## src/hw/rtl/mrbi_pkg.sv

```systemverilog
package mrbi_pkg;

   localparam int MAX_CONDITIONS_DEF = 8;
   localparam int MAX_VERSIONS_DEF   = 256;

   localparam int REQ_DATA_W = 120;
   localparam int REQ_USER_W = 3;
   localparam int RSP_DATA_W = 24;

   localparam int LEVEL_W   = 8;
   localparam int VALUE_W   = 32;
   localparam int SPAN_W    = 33;
   localparam int NUM_W     = 40;
   localparam int EXPECT_W  = 16;
   localparam int INDEX_W   = 16;
   localparam int PRODUCT_W = 17;
   localparam int BIT_CNT_W = 3;

   typedef enum logic [2:0] {
      ST_IDLE,
      ST_CHECK,
      ST_MUL,
      ST_DIV,
      ST_UPDATE,
      ST_CLOSE
   } state_type;

endpackage

```

## src/hw/rtl/multi_range_bin_index.sv

```systemverilog
// multi_range_bin_index
// Resolves a set of quantized conditions into one mixed-radix version index.
// Input channel req_*: one beat per condition. tuser flags the kind of beat
// (condition or empty set) and whether animation and value are valid, tlast
// closes a set. An empty-set beat closes the set by itself.
// Result channel rsp_*: one beat per closed set carrying ok, the combined
// index and the number of versions required; nothing for other beats.
// Each condition beat runs through the check, the shift-add multiply by the
// level count and the update before the next ready; when the sample lies
// strictly inside its range and must be quantized, the serial unit also runs
// the restoring divide by the range span between multiply and update. A
// failed condition skips the arithmetic and the update. Closing a set adds the
// close state, which loads the result register; the block is ready again right
// after it. A closing beat's result is registered by the close state, which
// follows the update, or the check when the set has failed or is empty.
// A finished result waits in the output register while the next beats are
// taken; a stalled receiver only holds the block when a second set closes
// before the first result is taken.
// Reset empties the result register and clears the set accumulators.
module multi_range_bin_index
   import mrbi_pkg::*;
#(
   parameter int MAX_CONDITIONS = MAX_CONDITIONS_DEF,
   parameter int MAX_VERSIONS   = MAX_VERSIONS_DEF
) (
   input  logic                  clock,
   input  logic                  reset,
   input  logic                  req_tvalid,
   output logic                  req_tready,
   // sample, range_min, range_max, level_count, expected_versions
   input  logic [REQ_DATA_W-1:0] req_tdata,
   // action, anim_valid, value_ok
   input  logic [REQ_USER_W-1:0] req_tuser,
   input  logic                  req_tlast,
   output logic                  rsp_tvalid,
   input  logic                  rsp_tready,
   // ok, version_index, required_versions, zero fill
   output logic [RSP_DATA_W-1:0] rsp_tdata
);

   localparam int CNT_W = $clog2(MAX_CONDITIONS + 1);

   state_type state_ff, state_in;

   logic [INDEX_W-1:0]   index_ff, index_in;
   logic [PRODUCT_W-1:0] product_ff, product_in;
   logic [CNT_W-1:0]     cnt_ff, cnt_in;
   logic                 fail_ff, fail_in;
   logic                 rsp_valid_ff, rsp_valid_in;

   logic                 action_ff, action_in;
   logic                 anim_ff, anim_in;
   logic                 vok_ff, vok_in;
   logic [VALUE_W-1:0]   sample_ff, sample_in;
   logic [VALUE_W-1:0]   lo_ff, lo_in;
   logic [VALUE_W-1:0]   hi_ff, hi_in;
   logic [LEVEL_W-1:0]   levels_ff, levels_in;
   logic                 last_ff, last_in;
   logic [EXPECT_W-1:0]  expect_ff, expect_in;

   logic [VALUE_W-1:0]   off_ff, off_in;
   logic [SPAN_W-1:0]    span_ff, span_in;
   logic [LEVEL_W-1:0]   fix_lvl_ff, fix_lvl_in;
   logic                 need_div_ff, need_div_in;
   logic [LEVEL_W-1:0]   lvl_sh_ff, lvl_sh_in;
   logic [BIT_CNT_W-1:0] bit_cnt_ff, bit_cnt_in;
   logic [NUM_W-1:0]     num_ff, num_in;
   logic [INDEX_W+LEVEL_W-1:0]   idx_mul_ff, idx_mul_in;
   logic [PRODUCT_W+LEVEL_W-1:0] prd_mul_ff, prd_mul_in;
   logic [SPAN_W-1:0]    rem_ff, rem_in;
   logic [LEVEL_W-1:0]   divlo_ff, divlo_in;
   logic [LEVEL_W-1:0]   quot_ff, quot_in;

   logic [RSP_DATA_W-1:0] rsp_data_ff, rsp_data_in;

   logic                 cnt_sat;
   logic                 fail_now;
   logic                 good;
   logic [SPAN_W:0]      trial;
   logic                 trial_ge;
   logic [LEVEL_W-1:0]   lvl;
   logic [PRODUCT_W-1:0] prod_next;

   assign req_tready = (state_ff == ST_IDLE);
   assign rsp_tvalid = rsp_valid_ff;
   assign rsp_tdata  = rsp_data_ff;

   always_comb begin
      state_in     = state_ff;
      index_in     = index_ff;
      product_in   = product_ff;
      cnt_in       = cnt_ff;
      fail_in      = fail_ff;
      rsp_valid_in = rsp_valid_ff;
      rsp_data_in  = rsp_data_ff;
      action_in    = action_ff;
      anim_in      = anim_ff;
      vok_in       = vok_ff;
      sample_in    = sample_ff;
      lo_in        = lo_ff;
      hi_in        = hi_ff;
      levels_in    = levels_ff;
      last_in      = last_ff;
      expect_in    = expect_ff;
      off_in       = off_ff;
      span_in      = span_ff;
      fix_lvl_in   = fix_lvl_ff;
      need_div_in  = need_div_ff;
      lvl_sh_in    = lvl_sh_ff;
      bit_cnt_in   = bit_cnt_ff;
      num_in       = num_ff;
      idx_mul_in   = idx_mul_ff;
      prd_mul_in   = prd_mul_ff;
      rem_in       = rem_ff;
      divlo_in     = divlo_ff;
      quot_in      = quot_ff;

      cnt_sat   = (cnt_ff >= CNT_W'(MAX_CONDITIONS));
      fail_now  = fail_ff | cnt_sat | ~vok_ff | (levels_ff == '0);
      trial     = {rem_ff, divlo_ff[LEVEL_W-1]};
      trial_ge  = (trial >= {1'b0, span_ff});
      lvl       = need_div_ff ? quot_ff : fix_lvl_ff;
      prod_next = prd_mul_ff[PRODUCT_W-1:0];
      good      = ~fail_ff & anim_ff & (product_ff == PRODUCT_W'(expect_ff)) &
                  ({1'b0, index_ff} < product_ff);

      if (rsp_valid_ff && rsp_tready) begin
         rsp_valid_in = 1'b0;
      end

      unique case (state_ff)
         ST_IDLE: begin
            if (req_tvalid) begin
               action_in = req_tuser[0];
               anim_in   = req_tuser[1];
               vok_in    = req_tuser[2];
               sample_in = req_tdata[31:0];
               lo_in     = req_tdata[63:32];
               hi_in     = req_tdata[95:64];
               levels_in = req_tdata[103:96];
               expect_in = req_tdata[119:104];
               last_in   = req_tlast;
               state_in  = ST_CHECK;
            end
         end
         ST_CHECK: begin
            if (action_ff) begin
               index_in   = '0;
               product_in = PRODUCT_W'(1);
               cnt_in     = '0;
               fail_in    = 1'b0;
               state_in   = ST_CLOSE;
            end else begin
               cnt_in  = cnt_sat ? cnt_ff : CNT_W'(cnt_ff + 1'b1);
               fail_in = fail_now;
               if (fail_now) begin
                  state_in = last_ff ? ST_CLOSE : ST_IDLE;
               end else begin
                  off_in      = VALUE_W'(sample_ff - lo_ff);
                  span_in     = SPAN_W'({hi_ff[VALUE_W-1], hi_ff} -
                                        {lo_ff[VALUE_W-1], lo_ff} + SPAN_W'(1));
                  need_div_in = 1'b0;
                  fix_lvl_in  = '0;
                  if (levels_ff <= LEVEL_W'(1) ||
                      $signed(sample_ff) <= $signed(lo_ff)) begin
                     fix_lvl_in = '0;
                  end else if ($signed(sample_ff) >= $signed(hi_ff)) begin
                     fix_lvl_in = LEVEL_W'(levels_ff - 1'b1);
                  end else begin
                     need_div_in = 1'b1;
                  end
                  lvl_sh_in  = levels_ff;
                  bit_cnt_in = '0;
                  num_in     = '0;
                  idx_mul_in = '0;
                  prd_mul_in = '0;
                  state_in   = ST_MUL;
               end
            end
         end
         ST_MUL: begin
            num_in     = {num_ff[NUM_W-2:0], 1'b0} +
                         (lvl_sh_ff[LEVEL_W-1] ? NUM_W'(off_ff) : '0);
            idx_mul_in = {idx_mul_ff[INDEX_W+LEVEL_W-2:0], 1'b0} +
                         (lvl_sh_ff[LEVEL_W-1] ? (INDEX_W+LEVEL_W)'(index_ff) : '0);
            prd_mul_in = {prd_mul_ff[PRODUCT_W+LEVEL_W-2:0], 1'b0} +
                         (lvl_sh_ff[LEVEL_W-1] ? (PRODUCT_W+LEVEL_W)'(product_ff) : '0);
            lvl_sh_in  = {lvl_sh_ff[LEVEL_W-2:0], 1'b0};
            bit_cnt_in = BIT_CNT_W'(bit_cnt_ff + 1'b1);
            if (bit_cnt_ff == '1) begin
               rem_in   = {1'b0, num_in[NUM_W-1:LEVEL_W]};
               divlo_in = num_in[LEVEL_W-1:0];
               quot_in  = '0;
               state_in = need_div_ff ? ST_DIV : ST_UPDATE;
            end
         end
         ST_DIV: begin
            rem_in     = trial_ge ? SPAN_W'(trial - {1'b0, span_ff}) : trial[SPAN_W-1:0];
            quot_in    = {quot_ff[LEVEL_W-2:0], trial_ge};
            divlo_in   = {divlo_ff[LEVEL_W-2:0], 1'b0};
            bit_cnt_in = BIT_CNT_W'(bit_cnt_ff + 1'b1);
            if (bit_cnt_ff == '1) begin
               state_in = ST_UPDATE;
            end
         end
         ST_UPDATE: begin
            index_in   = INDEX_W'(idx_mul_ff + (INDEX_W+LEVEL_W)'(lvl));
            product_in = prod_next;
            if (prod_next > PRODUCT_W'(MAX_VERSIONS)) begin
               fail_in = 1'b1;
            end
            state_in = last_ff ? ST_CLOSE : ST_IDLE;
         end
         ST_CLOSE: begin
            if (!rsp_valid_ff || rsp_tready) begin
               rsp_valid_in = 1'b1;
               rsp_data_in  = '0;
               rsp_data_in[0]    = good;
               rsp_data_in[8:1]  = good ? index_ff[7:0] : 8'd0;
               rsp_data_in[17:9] = good ? product_ff[8:0] : 9'd0;
               index_in   = '0;
               product_in = PRODUCT_W'(1);
               cnt_in     = '0;
               fail_in    = 1'b0;
               state_in   = ST_IDLE;
            end
         end
         default: begin
            state_in = ST_IDLE;
         end
      endcase
   end

   always_ff @(posedge clock) begin
      if (reset) begin
         state_ff     <= ST_IDLE;
         index_ff     <= '0;
         product_ff   <= PRODUCT_W'(1);
         cnt_ff       <= '0;
         fail_ff      <= 1'b0;
         rsp_valid_ff <= 1'b0;
      end else begin
         state_ff     <= state_in;
         index_ff     <= index_in;
         product_ff   <= product_in;
         cnt_ff       <= cnt_in;
         fail_ff      <= fail_in;
         rsp_valid_ff <= rsp_valid_in;
      end
   end

   always_ff @(posedge clock) begin
      rsp_data_ff <= rsp_data_in;
      action_ff   <= action_in;
      anim_ff     <= anim_in;
      vok_ff      <= vok_in;
      sample_ff   <= sample_in;
      lo_ff       <= lo_in;
      hi_ff       <= hi_in;
      levels_ff   <= levels_in;
      last_ff     <= last_in;
      expect_ff   <= expect_in;
      off_ff      <= off_in;
      span_ff     <= span_in;
      fix_lvl_ff  <= fix_lvl_in;
      need_div_ff <= need_div_in;
      lvl_sh_ff   <= lvl_sh_in;
      bit_cnt_ff  <= bit_cnt_in;
      num_ff      <= num_in;
      idx_mul_ff  <= idx_mul_in;
      prd_mul_ff  <= prd_mul_in;
      rem_ff      <= rem_in;
      divlo_ff    <= divlo_in;
      quot_ff     <= quot_in;
   end

endmodule

```

## config.mk

```make
export PLATFORM = sky130hd
export DESIGN_NAME = multi_range_bin_index
export DESIGN_NICKNAME = d
export VERILOG_FILES = /design/src/hw/rtl/mrbi_pkg.sv /design/src/hw/rtl/multi_range_bin_index.sv
export SDC_FILE = /design/constraint.sdc
export NUM_CORES = 1
export LEC_CHECK = 0
export ABC_AREA = 1
export BUFFER_PORTS_ARGS = -buffer_cell sky130_fd_sc_hd__clkbuf_2
export CORE_MARGIN = 2
export CORE_UTILIZATION = 30
export CTS_CLUSTER_DIAMETER = 120
export DETAILED_ROUTE_END_ITERATION = 8
export PLACE_DENSITY = 0.49
export SLEW_MARGIN = 15
export SYNTH_ARGS = -nofsm -noshare
export SYNTH_HDL_FRONTEND = slang
export SYNTH_SLANG_ARGS = --single-unit
export TNS_END_PERCENT = 50
```

## constraint.sdc

```tcl
create_clock -name clock -period 20.3 [get_ports clock]
set_clock_uncertainty 0.15 [all_clocks]
set_input_delay 0 -clock clock [delete_from_list [all_inputs] [get_ports clock]]
set_output_delay 0 -clock clock [all_outputs]
set_load 0.005 [all_outputs]
```

==> metrics.md <==
| Metric | Value |
|---|---|
| Io pins | 154 |
| Drt pass-1 iters | 5 |
| Clock Latency Late Sink | roughly 0.61 ns |
| Cell accounting for the most synthesized area | edfxtp_1 |
| Number of antenna-violating nets in the routed design | 0 |
| Clk pwr share | 0.214 |
| Largest net degree at the start of global routing | 73 |
| Sw power | 1620 uW |
| Share of cells above drive strength 1 | 0.0702 |
| Switching power share of the total | 0.427 |
| Cell-internal power | 2170 uW |
| Synthesized cell area | 27100 um^2 |
| GRT Resource Usage Total | 0.178 |
| GRT met1 Usage | 0.246 |
| #FFs+latches synth | 390 |
| Worst-Margin Slew | 0.960 ns |
| Final max-slew violation count | 0 |
| Busiest grt layer | met2 |
| Pwr/cell area | 114 nW/um^2 |
| Max Cap Viol | 0 |
| M3 GR Usage | 0.0206 |
| Vias | 23600 |
| Final Non-Filler Cells | 5067 |
| Core box area | 89900 um^2 |
| Status | finished clean |
| Worst Setup End Kind | register |
| Synth top cells by count | nand2_1, inv_1, edfxtp_1, nor2_1, a21oi_1 |
| CP peak stage delay | 0.49 ns |
| Yosys warns | 0 |
| Slew headroom | 0.359 |
| Fillcell total | 9328 |
| CTS tree | done |
| Die width | 305 um |
| HPWL after DPL | roughly 64000 um |
| Setup bufs post-CTS | 0 |
| Top_reg_cell synth | edfxtp_1 |
| First-pass GRT wire length | 131000 um |
| WP data required | 20.48 ns |
| Comb power frac | 0.456 |
| Hold crit path type | primary input to register |
| Global route overflow | 0 |
| Post-CTS Hold Fix Bufs | 251 |
| CTS max path bufs | 3 |
| Routed len/inst | 16.2 um |
| CP Cell Sequence | buf_4, buf_4, nand2_1, inv_1, ha_1, inv_1, fa_1, inv_1, nand3_1, nand3_1, a21oi_1, o21ai_0, nand2_1, nand2_1, nand2_1, nand3_1, o21ai_0 |
| # H-tree levels | 2 |
| Final Setup Violations | 0 |
| PostCTS Resize Cnt | 0 |
| Inst Count DP | 4735 |
| RR Startpoint | lvl_sh_ff[7] |
| Leakage power | 0.0154 uW |
| Post-synth EDFFs | 348 |
| Crit. Startpoint | lvl_sh_ff[7] |
| DP Area | 29200 um^2 |
| Final WL | 82300 um |
| Crit-path most repeated cell | nand2_1 |
| Worst path slowest cell | o21ai_0 |
| Hold Slack | 0.0365 ns |
| Total negative slack | 0 ns |
| Root Buffer | clkbuf_16 |
| Largest cells by area after synthesis | edfxtp_1, nand2_1, ha_1, inv_1, nor2_1 |
| Multi-input gate area | around 14000 um^2 |
| Post-synth top area share | 0.385 |
| Die height | 305 um |
| Hold Crit Start | req_tdata[98] |
| RSZ-0062 raised after global routing | false |
| Worst-path clk slew | 0.06 ns |
| Seq pwr share | 0.330 |
| Initial Utilization | 0.302 |
| CP max FO | 35 |
| Count of different cell masters after synthesis | 52 |
| Syn Area/Cell | around 7.9 um^2 |
| Fin crit share | 0.193 |
| Drt drc | 0 |
| Number of global-route vias before repair | roughly 24000 |
| Type of origin of the critical path | register |
| WP data arrival | 4.09 ns |
| Core Rows | 110 |
| Syn Inst Count | roughly 3400 |
| CTS Sinks | 390 |
| Synth async-reset ratio | 0 |
| Buffers added on ports | roughly 150 |
| First-iteration detailed-routing DRC count | 1442 |
| Endpoints failing hold | 0 |
| Placer Congestion | around 0.9 |
| Die area | 92800 um^2 |
| Max VDD drop | 0.0000734 V |
| Seq/Total Area, Yosys | 0.416 |
| FF+latch area | 11300 um^2 |
| # diodes | 0 |
| Min Tclk post-route | 3.91 ns |
| Met2 usage | 0.293 |
| Layout Nets | about 4200 |
| Initial antenna violation count | 0 |
| Vias/cell | 4.65 |
| Num CTS Buffers | 45 |
| WS Path Type | register to register |
| Final instance area | 33200 um^2 |
| Count leader, synth | nand2_1 |
| Achievable Freq | 0.256 GHz |
| Layout area overhead | 22.3% |
## power groups by stage
stage	Sequential [uW]	Clock, uW	Combinational [uW]
6_report	1250	810	1730
2_1_floorplan	1230	0	1190
3_5_place_dp	1260	0	1670
3_3_place_gp	1270	0	1670
5_1_grt	1270	863	1960
4_1_cts	1250	834	1720
## routing by layer
metal,part of all wire,routed length [um],vias to the layer above
met2,0.45,37200,463
met4,0.024,1980,0
li1,-,-,12100
met5,0,0,-
met1,0.48,39900,10800
met3,0.040,3290,109
## worst max-delay path, delay by kind of cell, from the launching register on
family	cells	cell delay, ns
buffers and inverters	5	1.01
AOI/OAI and AO/OA	3	0.76
and+or+nand+nor	7	0.75
adders and majority gates	2	0.57
DFF	1	0.32
## cell families after synthesis
logic type	synth area share
AND/OR/NAND/NOR	0.247
XOR/XNOR	0.0326
adder cells (fa/ha/maj)	0.120
AO/OA/AOI/OAI	0.0950
flip-flops	0.416
other	0.000138
buffers and inverters	0.0884
## layout make-up
class | count | area share
multi-input combinational | 2444 | 0.407
tap | 1176 | 0.0444
clock inverter | 24 | 0.00713
sequential | 390 | 0.340
timing repair buffer | 412 | 0.101
inverter | 564 | 0.0638
clock buffer | 57 | 0.0360
## state kept, by name, summed over array words and instances, names as in the netlist, 16 cells and up
register    flops
num_ff         39
rem_ff         33
span_ff        33
hi_ff          32
lo_ff          32
off_ff         32
sample_ff      32
rsp_tdata      18
prd_mul_ff     17
product_ff     17
expect_ff      16
idx_mul_ff     16
index_ff       16
## per-stage QoR
stage               power [uW]  setup WS, ns  utilization
floorplan                 2430         13.87            -
global placement          2940         16.55        0.325
detailed placement        2940         16.42        0.325
CTS                       3810         16.41        0.369
global route              4090         16.00        0.369
finish                    3790         16.39        0.369
## worst paths after layout
| check | to | slack, ns | depth (start not counted) |
|---|---|---|---|
| setup / recovery | rem_ff[17] | 16.39 | 17 |
| hold / removal | levels_ff[2] | 0.04 | 2 |
| setup reg to reg | rem_ff[17] | 16.39 | 17 |
| hold reg to reg | index_ff[0] | 0.31 | 2 |
## cell usage in the layout, fill, tap and decap left out, types with 4 or more instances in the layout
cell | synthesis | routed
clkbuf_16 | 0 | 46
ha_1 | 250 | 250
nor2_2 | 6 | 8
o21ai_0 | 127 | 127
clkinv_2 | 0 | 5
fa_1 | 7 | 7
o211ai_1 | 6 | 6
nand3b_1 | 23 | 23
a21o_1 | 17 | 17
xor2_1 | 59 | 59
nand3_2 | 10 | 10
nor3_1 | 28 | 28
nand2_2 | 7 | 7
inv_1 | 560 | 559
conb_1 | 1 | 6
or2_2 | 6 | 6
nor2_4 | 3 | 7
clkbuf_1 | 21 | 11
edfxtp_1 | 348 | 348
xnor2_1 | 42 | 42
clkinv_1 | 1 | 7
dfxtp_1 | 42 | 42
dlygate4sd3_1 | 0 | 251
nand2_1 | 924 | 924
clkbuf_2 | 0 | 147
a211oi_1 | 4 | 4
o21bai_1 | 13 | 13
inv_2 | 3 | 4
clkinvlp_4 | 0 | 6
nor2_1 | 343 | 337
nand4_1 | 29 | 29
and3_1 | 4 | 4
buf_4 | 7 | 14
a31oi_1 | 10 | 10
o21ai_1 | 16 | 16
nor4_1 | 13 | 13
o21a_1 | 14 | 14
nand3_1 | 196 | 196
a21oi_1 | 257 | 256
No activity file was read; power rests on OpenSTA's default activity.
